File: config.mk
export PLATFORM = sky130hd
export DESIGN_NAME = base32_stream_decoder
export DESIGN_NICKNAME = d
export VERILOG_FILES = /design/src/design/b32d_pkg.sv /design/src/design/b32d_queue.sv /design/src/design/b32d_front.sv /design/src/design/b32d_back.sv /design/src/design/base32_stream_decoder.sv
export SDC_FILE = /design/constraint.sdc
export NUM_CORES = 1
export LEC_CHECK = 0
export ABC_AREA = 1
export BUFFER_PORTS_ARGS = -buffer_cell sky130_fd_sc_hd__buf_2
export CELL_PAD_IN_SITES_DETAIL_PLACEMENT = 1
export CELL_PAD_IN_SITES_GLOBAL_PLACEMENT = 2
export CORE_ASPECT_RATIO = 0.6
export CORE_UTILIZATION = 38
export CTS_CLUSTER_DIAMETER = 120
export DETAILED_ROUTE_END_ITERATION = 12
export GPL_ROUTABILITY_DRIVEN = 0
export HOLD_SLACK_MARGIN = 0.12
export PLACE_DENSITY_LB_ADDON = 0.12
export SETUP_SLACK_MARGIN = 0.3
export SKIP_CTS_REPAIR_TIMING = 1
export SLEW_MARGIN = 5
export SYNTH_ARGS = -nofsm -noshare
export SYNTH_HDL_FRONTEND = slang
export SYNTH_SLANG_ARGS = --single-unit
export TNS_END_PERCENT = 5
File: constraint.sdc
create_clock -name clk -period 12.7 [get_ports clk]
set_input_delay 2.54 -clock clk [delete_from_list [all_inputs] [get_ports clk]]
set_output_delay 2.54 -clock clk [all_outputs]
set_load 0.03 [all_outputs]
File: src/design/b32d_pkg.sv
// Shared types and constants for the base32 stream decoder.
// No dependencies; used by every module of the block.
package b32d_pkg;

  localparam logic [1:0] ST_OK      = 2'd0;
  localparam logic [1:0] ST_BADCHAR = 2'd1;
  localparam logic [1:0] ST_NOSPACE = 2'd2;

  localparam logic [7:0] CH_UPPER_A = 8'h41;
  localparam logic [7:0] CH_UPPER_Z = 8'h5A;
  localparam logic [7:0] CH_DIGIT_2 = 8'h32;
  localparam logic [7:0] CH_DIGIT_7 = 8'h37;
  // '2' maps to 26, so subtract '2' - 26
  localparam logic [7:0] DIGIT_OFFSET = 8'd24;

  localparam int unsigned GROUP_BYTES   = 5;
  localparam int unsigned GROUP_SYMBOLS = 8;

  localparam logic [15:0] CAPACITY_RESET = 16'd1024;

  typedef struct packed {
    logic [39:0] group;   // five bytes, first byte in the top bits
    logic [1:0]  status;  // ST_OK: five bytes; otherwise one error result
    logic        last;
  } job_t;

endpackage

File: src/design/b32d_queue.sv
// Short job queue between the decoder front and the byte serializer.
// Depends on b32d_pkg (job_t).
module b32d_queue #(
  parameter int DEPTH = 4
) (
  input  logic          clk,
  input  logic          rst,
  input  logic          push,
  input  b32d_pkg::job_t push_job,
  input  logic          pop,
  output b32d_pkg::job_t head_job,
  output logic          not_empty,
  output logic          has_space
);

  localparam int PTR_W = (DEPTH > 1) ? $clog2(DEPTH) : 1;
  localparam int CNT_W = $clog2(DEPTH + 1);
  localparam logic [PTR_W-1:0] PTR_LAST = PTR_W'(DEPTH - 1);
  localparam logic [CNT_W-1:0] CNT_FULL = CNT_W'(DEPTH);

  b32d_pkg::job_t entries [DEPTH];
  logic [PTR_W-1:0] wr_ptr;
  logic [PTR_W-1:0] rd_ptr;
  logic [CNT_W-1:0] count;

  assign head_job  = entries[rd_ptr];
  assign not_empty = (count != '0);
  assign has_space = (count != CNT_FULL);

  always_ff @(posedge clk) begin
    if (push) begin
      entries[wr_ptr] <= push_job;
    end
  end

  always_ff @(posedge clk) begin
    if (rst) begin
      wr_ptr <= '0;
      rd_ptr <= '0;
      count  <= '0;
    end else begin
      if (push) begin
        wr_ptr <= (wr_ptr == PTR_LAST) ? '0 : wr_ptr + 1'b1;
      end
      if (pop) begin
        rd_ptr <= (rd_ptr == PTR_LAST) ? '0 : rd_ptr + 1'b1;
      end
      if (push && !pop) begin
        count <= count + 1'b1;
      end else if (pop && !push) begin
        count <= count - 1'b1;
      end
    end
  end

  a_no_overflow: assert property (@(posedge clk) disable iff (rst)
    push |-> has_space) else $error("queue push while full");
  a_no_underflow: assert property (@(posedge clk) disable iff (rst)
    pop |-> not_empty) else $error("queue pop while empty");

endmodule

File: src/design/b32d_front.sv
// Decoder front: takes characters, maps symbols, builds groups,
// checks capacity and queues byte groups or error jobs. Depends on b32d_pkg.
module b32d_front (
  input  logic           clk,
  input  logic           rst,
  input  logic           in_valid,
  input  logic [7:0]     char_code,
  input  logic           last_char,
  output logic           in_ready,
  input  logic [15:0]    capacity,
  input  logic           queue_space,
  output logic           push,
  output b32d_pkg::job_t push_job
);

  logic [39:0] symbol_group;
  logic [2:0]  symbol_count;
  logic [15:0] bytes_used;
  logic        discarding;

  logic        accept;
  logic        is_alpha;
  logic        is_digit;
  logic        sym_ok;
  logic [7:0]  sym_wide;
  logic [4:0]  sym;
  logic [39:0] group_next;
  logic        complete;
  logic        no_space;

  assign in_ready = queue_space;
  assign accept   = in_valid && queue_space;

  assign is_alpha = (char_code >= b32d_pkg::CH_UPPER_A) && (char_code <= b32d_pkg::CH_UPPER_Z);
  assign is_digit = (char_code >= b32d_pkg::CH_DIGIT_2) && (char_code <= b32d_pkg::CH_DIGIT_7);
  assign sym_ok   = is_alpha || is_digit;
  assign sym_wide = is_alpha ? (char_code - b32d_pkg::CH_UPPER_A)
                             : (char_code - b32d_pkg::DIGIT_OFFSET);
  assign sym      = sym_wide[4:0];

  always_comb begin
    group_next = symbol_group;
    for (int i = 0; i < 8; i++) begin
      if (symbol_count == 3'(i)) begin
        group_next[39-5*i -: 5] = sym;
      end
    end
  end

  assign complete = (symbol_count == 3'd7) || last_char;
  assign no_space = ({1'b0, bytes_used} + 17'd5) > {1'b0, capacity};

  always_comb begin
    push            = 1'b0;
    push_job.group  = group_next;
    push_job.status = b32d_pkg::ST_OK;
    push_job.last   = last_char;
    if (accept && !discarding) begin
      if (!sym_ok) begin
        push            = 1'b1;
        push_job.group  = '0;
        push_job.status = b32d_pkg::ST_BADCHAR;
        push_job.last   = 1'b1;
      end else if (complete) begin
        push = 1'b1;
        if (no_space) begin
          push_job.group  = '0;
          push_job.status = b32d_pkg::ST_NOSPACE;
          push_job.last   = 1'b1;
        end
      end
    end
  end

  always_ff @(posedge clk) begin
    if (rst) begin
      symbol_group <= '0;
      symbol_count <= '0;
      bytes_used   <= '0;
      discarding   <= 1'b0;
    end else if (accept) begin
      if (discarding) begin
        if (last_char) begin
          discarding <= 1'b0;
        end
      end else if (!sym_ok || (complete && no_space)) begin
        symbol_group <= '0;
        symbol_count <= '0;
        bytes_used   <= '0;
        discarding   <= !last_char;
      end else if (complete) begin
        symbol_group <= '0;
        symbol_count <= '0;
        bytes_used   <= last_char ? '0 : bytes_used + 16'd5;
      end else begin
        symbol_group <= group_next;
        symbol_count <= symbol_count + 1'b1;
      end
    end
  end

  a_discard_silent: assert property (@(posedge clk) disable iff (rst)
    discarding |-> !push) else $error("job queued while discarding");
  a_error_is_last: assert property (@(posedge clk) disable iff (rst)
    (push && push_job.status != b32d_pkg::ST_OK) |-> push_job.last)
    else $error("error job without last mark");

endmodule

File: src/design/b32d_back.sv
// Byte serializer: pops jobs from the queue and drives the output register,
// one result per cycle while the receiver is ready. Depends on b32d_pkg.
module b32d_back (
  input  logic           clk,
  input  logic           rst,
  input  logic           job_avail,
  input  b32d_pkg::job_t head_job,
  output logic           pop,
  output logic           out_valid,
  input  logic           out_ready,
  output logic [7:0]     data_byte,
  output logic [1:0]     status,
  output logic           last_result
);

  b32d_pkg::job_t cur;
  logic           cur_valid;
  logic [2:0]     idx;

  logic       emit;
  logic       is_err;
  logic       done;
  logic [7:0] sel_byte;

  assign emit   = cur_valid && (!out_valid || out_ready);
  assign is_err = (cur.status != b32d_pkg::ST_OK);
  assign done   = emit && (is_err || idx == 3'(b32d_pkg::GROUP_BYTES - 1));
  assign pop    = job_avail && (!cur_valid || done);

  always_comb begin
    unique case (idx)
      3'd0:    sel_byte = cur.group[39:32];
      3'd1:    sel_byte = cur.group[31:24];
      3'd2:    sel_byte = cur.group[23:16];
      3'd3:    sel_byte = cur.group[15:8];
      default: sel_byte = cur.group[7:0];
    endcase
  end

  always_ff @(posedge clk) begin
    if (rst) begin
      cur_valid <= 1'b0;
      idx       <= '0;
      out_valid <= 1'b0;
    end else begin
      if (pop) begin
        cur       <= head_job;
        cur_valid <= 1'b1;
        idx       <= '0;
      end else if (done) begin
        cur_valid <= 1'b0;
      end else if (emit) begin
        idx <= idx + 1'b1;
      end

      if (emit) begin
        out_valid   <= 1'b1;
        data_byte   <= is_err ? 8'd0 : sel_byte;
        status      <= cur.status;
        last_result <= is_err || (cur.last && idx == 3'(b32d_pkg::GROUP_BYTES - 1));
      end else if (out_ready) begin
        out_valid <= 1'b0;
      end
    end
  end

  a_idx_range: assert property (@(posedge clk) disable iff (rst)
    cur_valid |-> (idx < 3'(b32d_pkg::GROUP_BYTES))) else $error("byte index out of range");
  a_err_zero: assert property (@(posedge clk) disable iff (rst)
    (out_valid && status != b32d_pkg::ST_OK) |-> (last_result && data_byte == 8'd0))
    else $error("error result malformed");

endmodule

File: src/design/base32_stream_decoder.sv
// Top level of the base32 stream decoder: config register, front, queue, back.
// Depends on b32d_pkg, b32d_front, b32d_queue, b32d_back.
//
// Input channel s_axis: one ASCII character per item, tlast on the final
// character of a string. Output channel m_axis: one decoded byte per item,
// tuser carries the status (ok, invalid character, no space), tlast marks the
// final result of a string. cfg_we/cfg_wdata write capacity_bytes.
// Throughput: one character per cycle in while the queue has space, one result
// per cycle out while the receiver is ready. A group of eight characters
// yields five bytes, so the output keeps up; a string of many short final
// groups is paced by the output, which gives five bytes per group.
// The first byte of a group passes from the queue into the serializer's job
// register and then into the output register. The queue holds QUEUE_DEPTH
// jobs; s_axis_tready drops only when it is full, so a stalled receiver backs
// up the queue first and then the input. Reset clears the string state, the
// queue and the output, and sets the capacity to 1024 bytes.
module base32_stream_decoder #(
  parameter int QUEUE_DEPTH = 4
) (
  input  logic        clk,
  input  logic        rst,
  input  logic        s_axis_tvalid,
  output logic        s_axis_tready,
  input  logic [7:0]  s_axis_tdata,   // [7:0] char_code
  input  logic        s_axis_tlast,
  output logic        m_axis_tvalid,
  input  logic        m_axis_tready,
  output logic [7:0]  m_axis_tdata,   // [7:0] data_byte
  output logic [1:0]  m_axis_tuser,   // [1:0] status
  output logic        m_axis_tlast,
  input  logic        cfg_we,
  input  logic [15:0] cfg_wdata
);

  logic [15:0]    capacity;
  logic           push;
  b32d_pkg::job_t push_job;
  logic           pop;
  b32d_pkg::job_t head_job;
  logic           not_empty;
  logic           has_space;

  always_ff @(posedge clk) begin
    if (rst) begin
      capacity <= b32d_pkg::CAPACITY_RESET;
    end else if (cfg_we) begin
      capacity <= cfg_wdata;
    end
  end

  b32d_front u_front (
    .clk         (clk),
    .rst         (rst),
    .in_valid    (s_axis_tvalid),
    .char_code   (s_axis_tdata),
    .last_char   (s_axis_tlast),
    .in_ready    (s_axis_tready),
    .capacity    (capacity),
    .queue_space (has_space),
    .push        (push),
    .push_job    (push_job)
  );

  b32d_queue #(
    .DEPTH (QUEUE_DEPTH)
  ) u_queue (
    .clk       (clk),
    .rst       (rst),
    .push      (push),
    .push_job  (push_job),
    .pop       (pop),
    .head_job  (head_job),
    .not_empty (not_empty),
    .has_space (has_space)
  );

  b32d_back u_back (
    .clk         (clk),
    .rst         (rst),
    .job_avail   (not_empty),
    .head_job    (head_job),
    .pop         (pop),
    .out_valid   (m_axis_tvalid),
    .out_ready   (m_axis_tready),
    .data_byte   (m_axis_tdata),
    .status      (m_axis_tuser),
    .last_result (m_axis_tlast)
  );

endmodule

### Word-level counts from Yosys, hierarchy flattened

Memory sizes are Yosys's and may differ from the RTL's. A register that Yosys moved wholly into a read port is not among the register bits.
Index checks and enable logic that the tools add are counted.

| operators by class | value |
|---|---|
| $add $sub $neg | 10 |
| order comparisons | 5 |
| equality and inequality tests | 14 |
| muxes and demuxes | 37 |
| bitwise gates (word level) | 3 |
| reduce and logical (&&, ||, !) cells | 39 |

Operators with widths:

| kind | count |
|---|---|
| $mux 43 | 4 |
| $mux 40 | 2 |
| $mux 16 | 3 |
| $mux 5 | 9 |
| $pmux 8 s4 | 1 |
| $add 16x3->17 const B | 1 |
| $gt 17x16->1 | 1 |
| $add 16x3->16 const B | 1 |
| $eq 3x3->1 const B | 5 |
| $eq 3x2->1 const B | 4 |
| $mux 1 | 12 |
| $mux 3 | 4 |
| $logic_and 1x1->1 | 11 |
| $reduce_bool 2->1 | 5 |
| $add 3x1->3 const B | 3 |
| $ge 8x6->1 const B | 1 |
| $ge 8x7->1 const B | 1 |
| $le 8x6->1 const B | 1 |
| $le 8x7->1 const B | 1 |
| $reduce_and 2->1 | 4 |
| $logic_not 1->1 | 7 |
| $logic_or 1x1->1 | 7 |
| $eq 3x1->1 const B | 2 |
| $logic_not 3->1 | 2 |
| other kinds (11) | 16 |

| word-level totals | value |
|---|---|
| flip-flop bits (word level) | 99 |
| RAM bits | 172 |
| bits of input ports | 30 |
| output and inout bits | 13 |
| word-level logic and storage cells | 123 |
| memories kept | 1 |

Memory list:

| name | depth | width | rd ports | clocked after Yosys merged registers in | write ports | RTL line | RTL |
|---|---|---|---|---|---|---|---|
| u_queue.entries | 4 | 43 | 1 | 1 | 1 | b32d_queue.sv:21 | `b32d_pkg::job_t entries [DEPTH];` |

### Logic depth before layout (Yosys ltp)

| logic depth | value |
|---|---|
| word-level depth | 9 |
| mapped depth | 23 |
| gate-level depth less buffers | 21 |

### Hierarchy

A second synthesis with hierarchy kept.

| unflattened totals | value |
|---|---|
| cell total of the unflattened synthesis | 1,505 |
| area, all modules | 14,770.4 um2 |

By module, submodules not included:

| module | instances | cells an instance | area an instance (um2) | sequential area each (um2) |
|---|---|---|---|---|
| b32d_queue | 1 | 475 | 7,394.6 | 5,345.1 |
| b32d_front | 1 | 745 | 4,425.5 | 1,201.2 |
| b32d_back | 1 | 185 | 2,282.2 | 1,721.7 |
| base32_stream_decoder | 1 | 100 | 668.1 | 320.3 |

### Worst setup path before layout

No wires, ideal clock.

| timing | value |
|---|---|
| path kind | in2reg |
| from | input port s_axis_tdata[0] |
| to | memory u_queue.entries[0][0] (netlist name), enable pin |
| setup time | 443 ps |
| data arrival time | 5,357 ps |
| data required time | 12,257 ps |
| setup slack | 6,899 ps |
| cell stages on the path | 9 |
| buffers on the path | 1 |
| cell sequence | inv_1 > ha_1 > nand4_1 > nand3_2 > nand2_2 > nand2_1 > nand2_1 > buf_2 > nor2_1 |

| on the way | value |
|---|---|
| cells in the longest elaborated chain, start to end | 7 |
| elaborated cells on any way between the ends | 11 |
| those cells by class | order compare (4); mux (4); reduce/logical (3) |

Ends and longest elaborated chain:

| what | RTL line | RTL |
|---|---|---|
| start: declaration | base32_stream_decoder.sv:24 | `input logic [7:0] s_axis_tdata,` |
| $ge 8x7->1, or another cell as far along | b32d_front.sv:34 | `assign is_alpha = (char_code >= b32d_pkg::CH_UPPER_A) && (char_code <= b32d_pkg::CH_UPPER_Z);` |
| $logic_and 1x1->1 (on tied branches) | b32d_front.sv:34, b32d_front.sv:35 |  |
| $logic_or 1x1->1 (*) | b32d_front.sv:36 | `assign sym_ok = is_alpha \|\| is_digit;` |
| $mux 1 (*) | b32d_front.sv:59 | `if (!sym_ok) begin` |
| $mux 1 (*) | b32d_front.sv:58 | `if (accept && !discarding) begin` |
| $mux 1 (*) | b32d_queue.sv:31 | `if (push) begin` |
| $mux 1 (implied by the code) (*) | b32d_queue.sv:32 | `entries[wr_ptr] <= push_job;` |
| end: declaration | b32d_queue.sv:21 |  |

Mark *: on every way between the ends. The rest lies on a longest branch, timed or not.

### Worst setup path in the final report

| timing | value |
|---|---|
| from | input port s_axis_tdata[0] |
| to | register u_queue.count[2] |

| on the way | value |
|---|---|
| cells in the longest elaborated chain, start to end | 8 |
| elaborated cells on any way between the ends | 14 |
| those cells by class | order compare (4); mux (3); reduce/logical (7) |

Ends and longest elaborated chain:

| what | RTL line | RTL |
|---|---|---|
| $ge 8x7->1, or another cell as far along | b32d_front.sv:34 |  |
| $logic_and 1x1->1 (on tied branches) | b32d_front.sv:34, b32d_front.sv:35 |  |
| $logic_or 1x1->1 (*) | b32d_front.sv:36 |  |
| $mux 1 (*) | b32d_front.sv:59 |  |
| $mux 1 (*) | b32d_front.sv:58 |  |
| named net push | base32_stream_decoder.sv:36 | `logic push;` |
| $logic_not 1->1 | b32d_queue.sv:50 | `end else if (pop && !push) begin` |
| $logic_and 1x1->1 | b32d_queue.sv:50 |  |
| $reduce_bool 2->1 (no line) | n/a |  |
| end signal: assignment | b32d_queue.sv:49 | `count <= count + 1'b1;` |
| end signal: assignment | b32d_queue.sv:51 | `count <= count - 1'b1;` |
| end: declaration | b32d_queue.sv:24 | `logic [CNT_W-1:0] count;` |

Mark *: on every way through the listed nets, which the timed path passes. The rest lies on a longest branch.
A chain may end at the register's enable or synchronous reset.

==> results.py <==
metrics = {
    "layout": {
        "drive_above_1_share_pct": 9.95,
        "fill_cells": 3931,
        "nets": 1462,
        "seq_area_um2": 8550,
        "multi_input_area_um2": 4450,
        "syn_to_final_growth_pct": 12.5,
    },
    "routing": {
        "first_pass_iters": 7,
        "topRoutingLayerUsed": "met4",
        "routed_via_density": 5.10,
        "wl_per_cell_um": 19.5,
        "via_count": 9611,
        "dr_wl_met2_um": 14500,
        "drt-met1-wl_um": 20200,
        "remaining_drc_errors": 0,
        "wl_um": 36800,
        "detail-route-antenna-nets": 0,
        "initialDrtViolationCount": 596,
        "wl_met3_um": 1680,
    },
    "clocking": {
        "cts_tree": "yes",
        "insertion_delay_ps": 570,
        "cts_sinks": 314,
        "numCtsBuffers": 30,
        "clk_pin_slew_ps": 70,
        "h-tree-depth": 1,
        "cts-root-buf": "clkbuf_16",
        "cts.path.max_buffers": 3,
    },
    "synthesis": {
        "post-synth-top-count-cell": "nand2_1",
        "syn_area_per_cell_um2": 10.0,
        "yosys.area.top_type": "edfxtp_1",
        "yosys-top-cells-count": "253 x nand2_1, 226 x edfxtp_1, 150 x nor2_1",
        "synthesis.nets": 1437,
        "synth-seq-cells": 314,
        "yosysUniqueCellTypes": 40,
        "synth_edf_count": 226,
        "yosysSeqAreaShare_pct": 62.2,
        "synthTopCellsByArea": "edfxtp_1 49%, dfxtp_1 13%, nand2_1 6.9%",
        "syn-cell-area_um2": 13700,
        "yosys.area.top_type_share_pct": 49.4,
        "syn_inst": 1368,
        "ys.warnings.count": 0,
        "async_flop_share_pct": 0,
        "synth_flop_cell": "edfxtp_1",
    },
    "worst_hold_path": {
        "hold_path.class": "flop to flop",
    },
    "sta": {
        "worst_slew_pin_slew_ps": 1000,
        "holdWs_ps": 455,
        "setup_viol": 0,
        "drv_slew": 0,
        "min_period_ps": 4970,
        "final.setup_skew_ps": 13.1,
        "timing.fmax_ghz": 0.201,
        "setup_tns_ps": 0,
        "finalCritPeriodShare_pct": 39.1,
        "hold_viol_final": 0,
        "rsz0062_at_grt": "false",
        "maxSlewHeadroom_pct": 32.9,
    },
    "grt": {
        "grt_max_degree": 88,
        "grt_pass1_wl_um": 57500,
        "antenna_found_initial": 0,
        "gr-usage-all-layers_pct": 20.5,
        "grt_pass1_vias": 9530,
        "grt_overflow": 0,
    },
    "critical_path": {
        "worstPathArrival_ps": 5430,
        "end_kind": "flop",
        "worstPathMaxFanout": 39,
        "cp_data_required_time_ps": 13160,
        "start_kind": "input pin",
        "worst-setup-path-type": "input pin to flop",
    },
    "pwr": {
        "power_leakage_uw": 0.00579,
        "p_per_area_nw_per_um2": 185,
        "ir_drop_mv": 0.102,
    },
    "status": {
        "status": "finished clean",
    },
    "placed_design": {
        "io_buffers": 42,
        "detailed_place_hpwl_um": 23900,
    },
    "floorplanning": {
        "die_x_um": 247,
        "core_um2": 35300,
        "start_util_pct": 38.9,
        "rows": 53,
        "die_area_um2": 36900,
        "die_y_um": 149,
        "boundaryPins": 43,
    },
    "flow_run": {
        "cap_violations": 0,
    },
}
final timing paths:
kind	from	to	slack (ps)	cells after the start
worst max register to register	u_front.bytes_used[0]$_SDFFE_PP0P_	u_queue.entries[0][30]$_DFFE_PP_	8470	20
worst min-delay path	u_back.cur[1]$_DFFE_PP_	u_back.status[0]$_DFFE_PP_	460	0
worst min register to register	u_back.cur[1]$_DFFE_PP_	u_back.status[0]$_DFFE_PP_	460	0
worst max-delay path	s_axis_tdata[0]	u_queue.count[2]$_SDFFE_PP0P_	7730	17
sequential cells by signal (all words and copies together), names as in the netlist:
register / count
capacity: 16
u_queue.rd_ptr: 2
u_queue.entries: 172
u_front.discarding: 1
u_back.cur_valid: 1
u_front.symbol_count: 3
u_back.out_valid: 1
u_front.symbol_group: 40
u_queue.wr_ptr: 2
u_back.last_result: 1
u_back.cur: 43
u_back.status: 2
u_back.data_byte: 8
u_front.bytes_used: 16
u_queue.count: 3
u_back.idx: 3
stage by stage:
stage | power, uW | util (%) | worst slack [ps] | cell area [um2] | instances
CTS | 2890 | 43.8 | 7730 | 15500 | 1884
global placement | 1890 | 40.8 | 7170 | 14400 | 1828
finish | 2850 | 43.8 | 7730 | 15500 | 1885
detailed placement | 1900 | 40.8 | 7120 | 14400 | 1828
global route | 2990 | 43.8 | 7390 | 15500 | 1884
floorplan | 1700 | - | 6900 | 13700 | 1368
cell families after synthesis:
group | synth area share (%)
flip-flops | 62.2
multiplexers | 0.0819
buffers and inverters | 5.59
adder cells (fa/ha/maj) | 3.61
XOR/XNOR | 0.765
AND/OR/NAND/NOR | 14.4
AO/OA/AOI/OAI | 13.3
worst max-delay path: stages:
cell     delay [ps]
buf_2           110
inv_1           140
ha_1            240
nand4_1         160
nand3_2         170
nand2_2         320
nand2_1         190
nand2_1          60
buf_4           270
inv_1           110
ha_1            140
inv_1            70
fa_1            370
a21oi_1         140
o21ai_0         120
o21ai_0         160
a21oi_1          50
layout by cell type, fill, tap and decap left out, types with 6 or more instances in the layout:
cell	count
o21a_1	8
nand3_1	43
inv_2	10
o211ai_1	8
o22ai_1	44
edfxtp_1	226
nand2_2	6
nand2_1	253
xor2_1	7
buf_2	42
ha_1	38
or2_2	10
bufinv_16	7
o21ai_0	138
a21boi_0	8
buf_4	15
nor2_4	7
inv_1	113
dfxtp_1	87
a221oi_1	8
clkbuf_16	30
a21oi_1	101
nor2_1	146
clkbuf_1	6
clkinv_1	9
a22o_1	8
power breakdown:
part,switching [uW],internal [uW],leakage [uW]
Sequential,49.5,1270,0.00285
Clock,403,578,0.000515
Combinational,402,147,0.00243
Total,854,2000,0.00579
final cells by class:
class | count | area share (%)
multi-input combinational | 863 | 28.8
sequential | 314 | 55.3
inverter | 127 | 3.08
timing repair buffer | 57 | 2.09
clock buffer | 36 | 5.00
antenna | 1 | 0.0162
tap | 467 | 3.78
clock inverter | 20 | 1.90
per-layer routing:
| metal | up-vias | global-route usage [%] |
|---|---|---|
| met5 | - | 0 |
| met4 | 0 | 2.98 |
| met3 | 33 | 3.78 |
| met2 | 134 | 28.8 |
| met1 | 4710 | 32.7 |
| li1 | 4734 | - |
(Power assumes the default switching activity.)
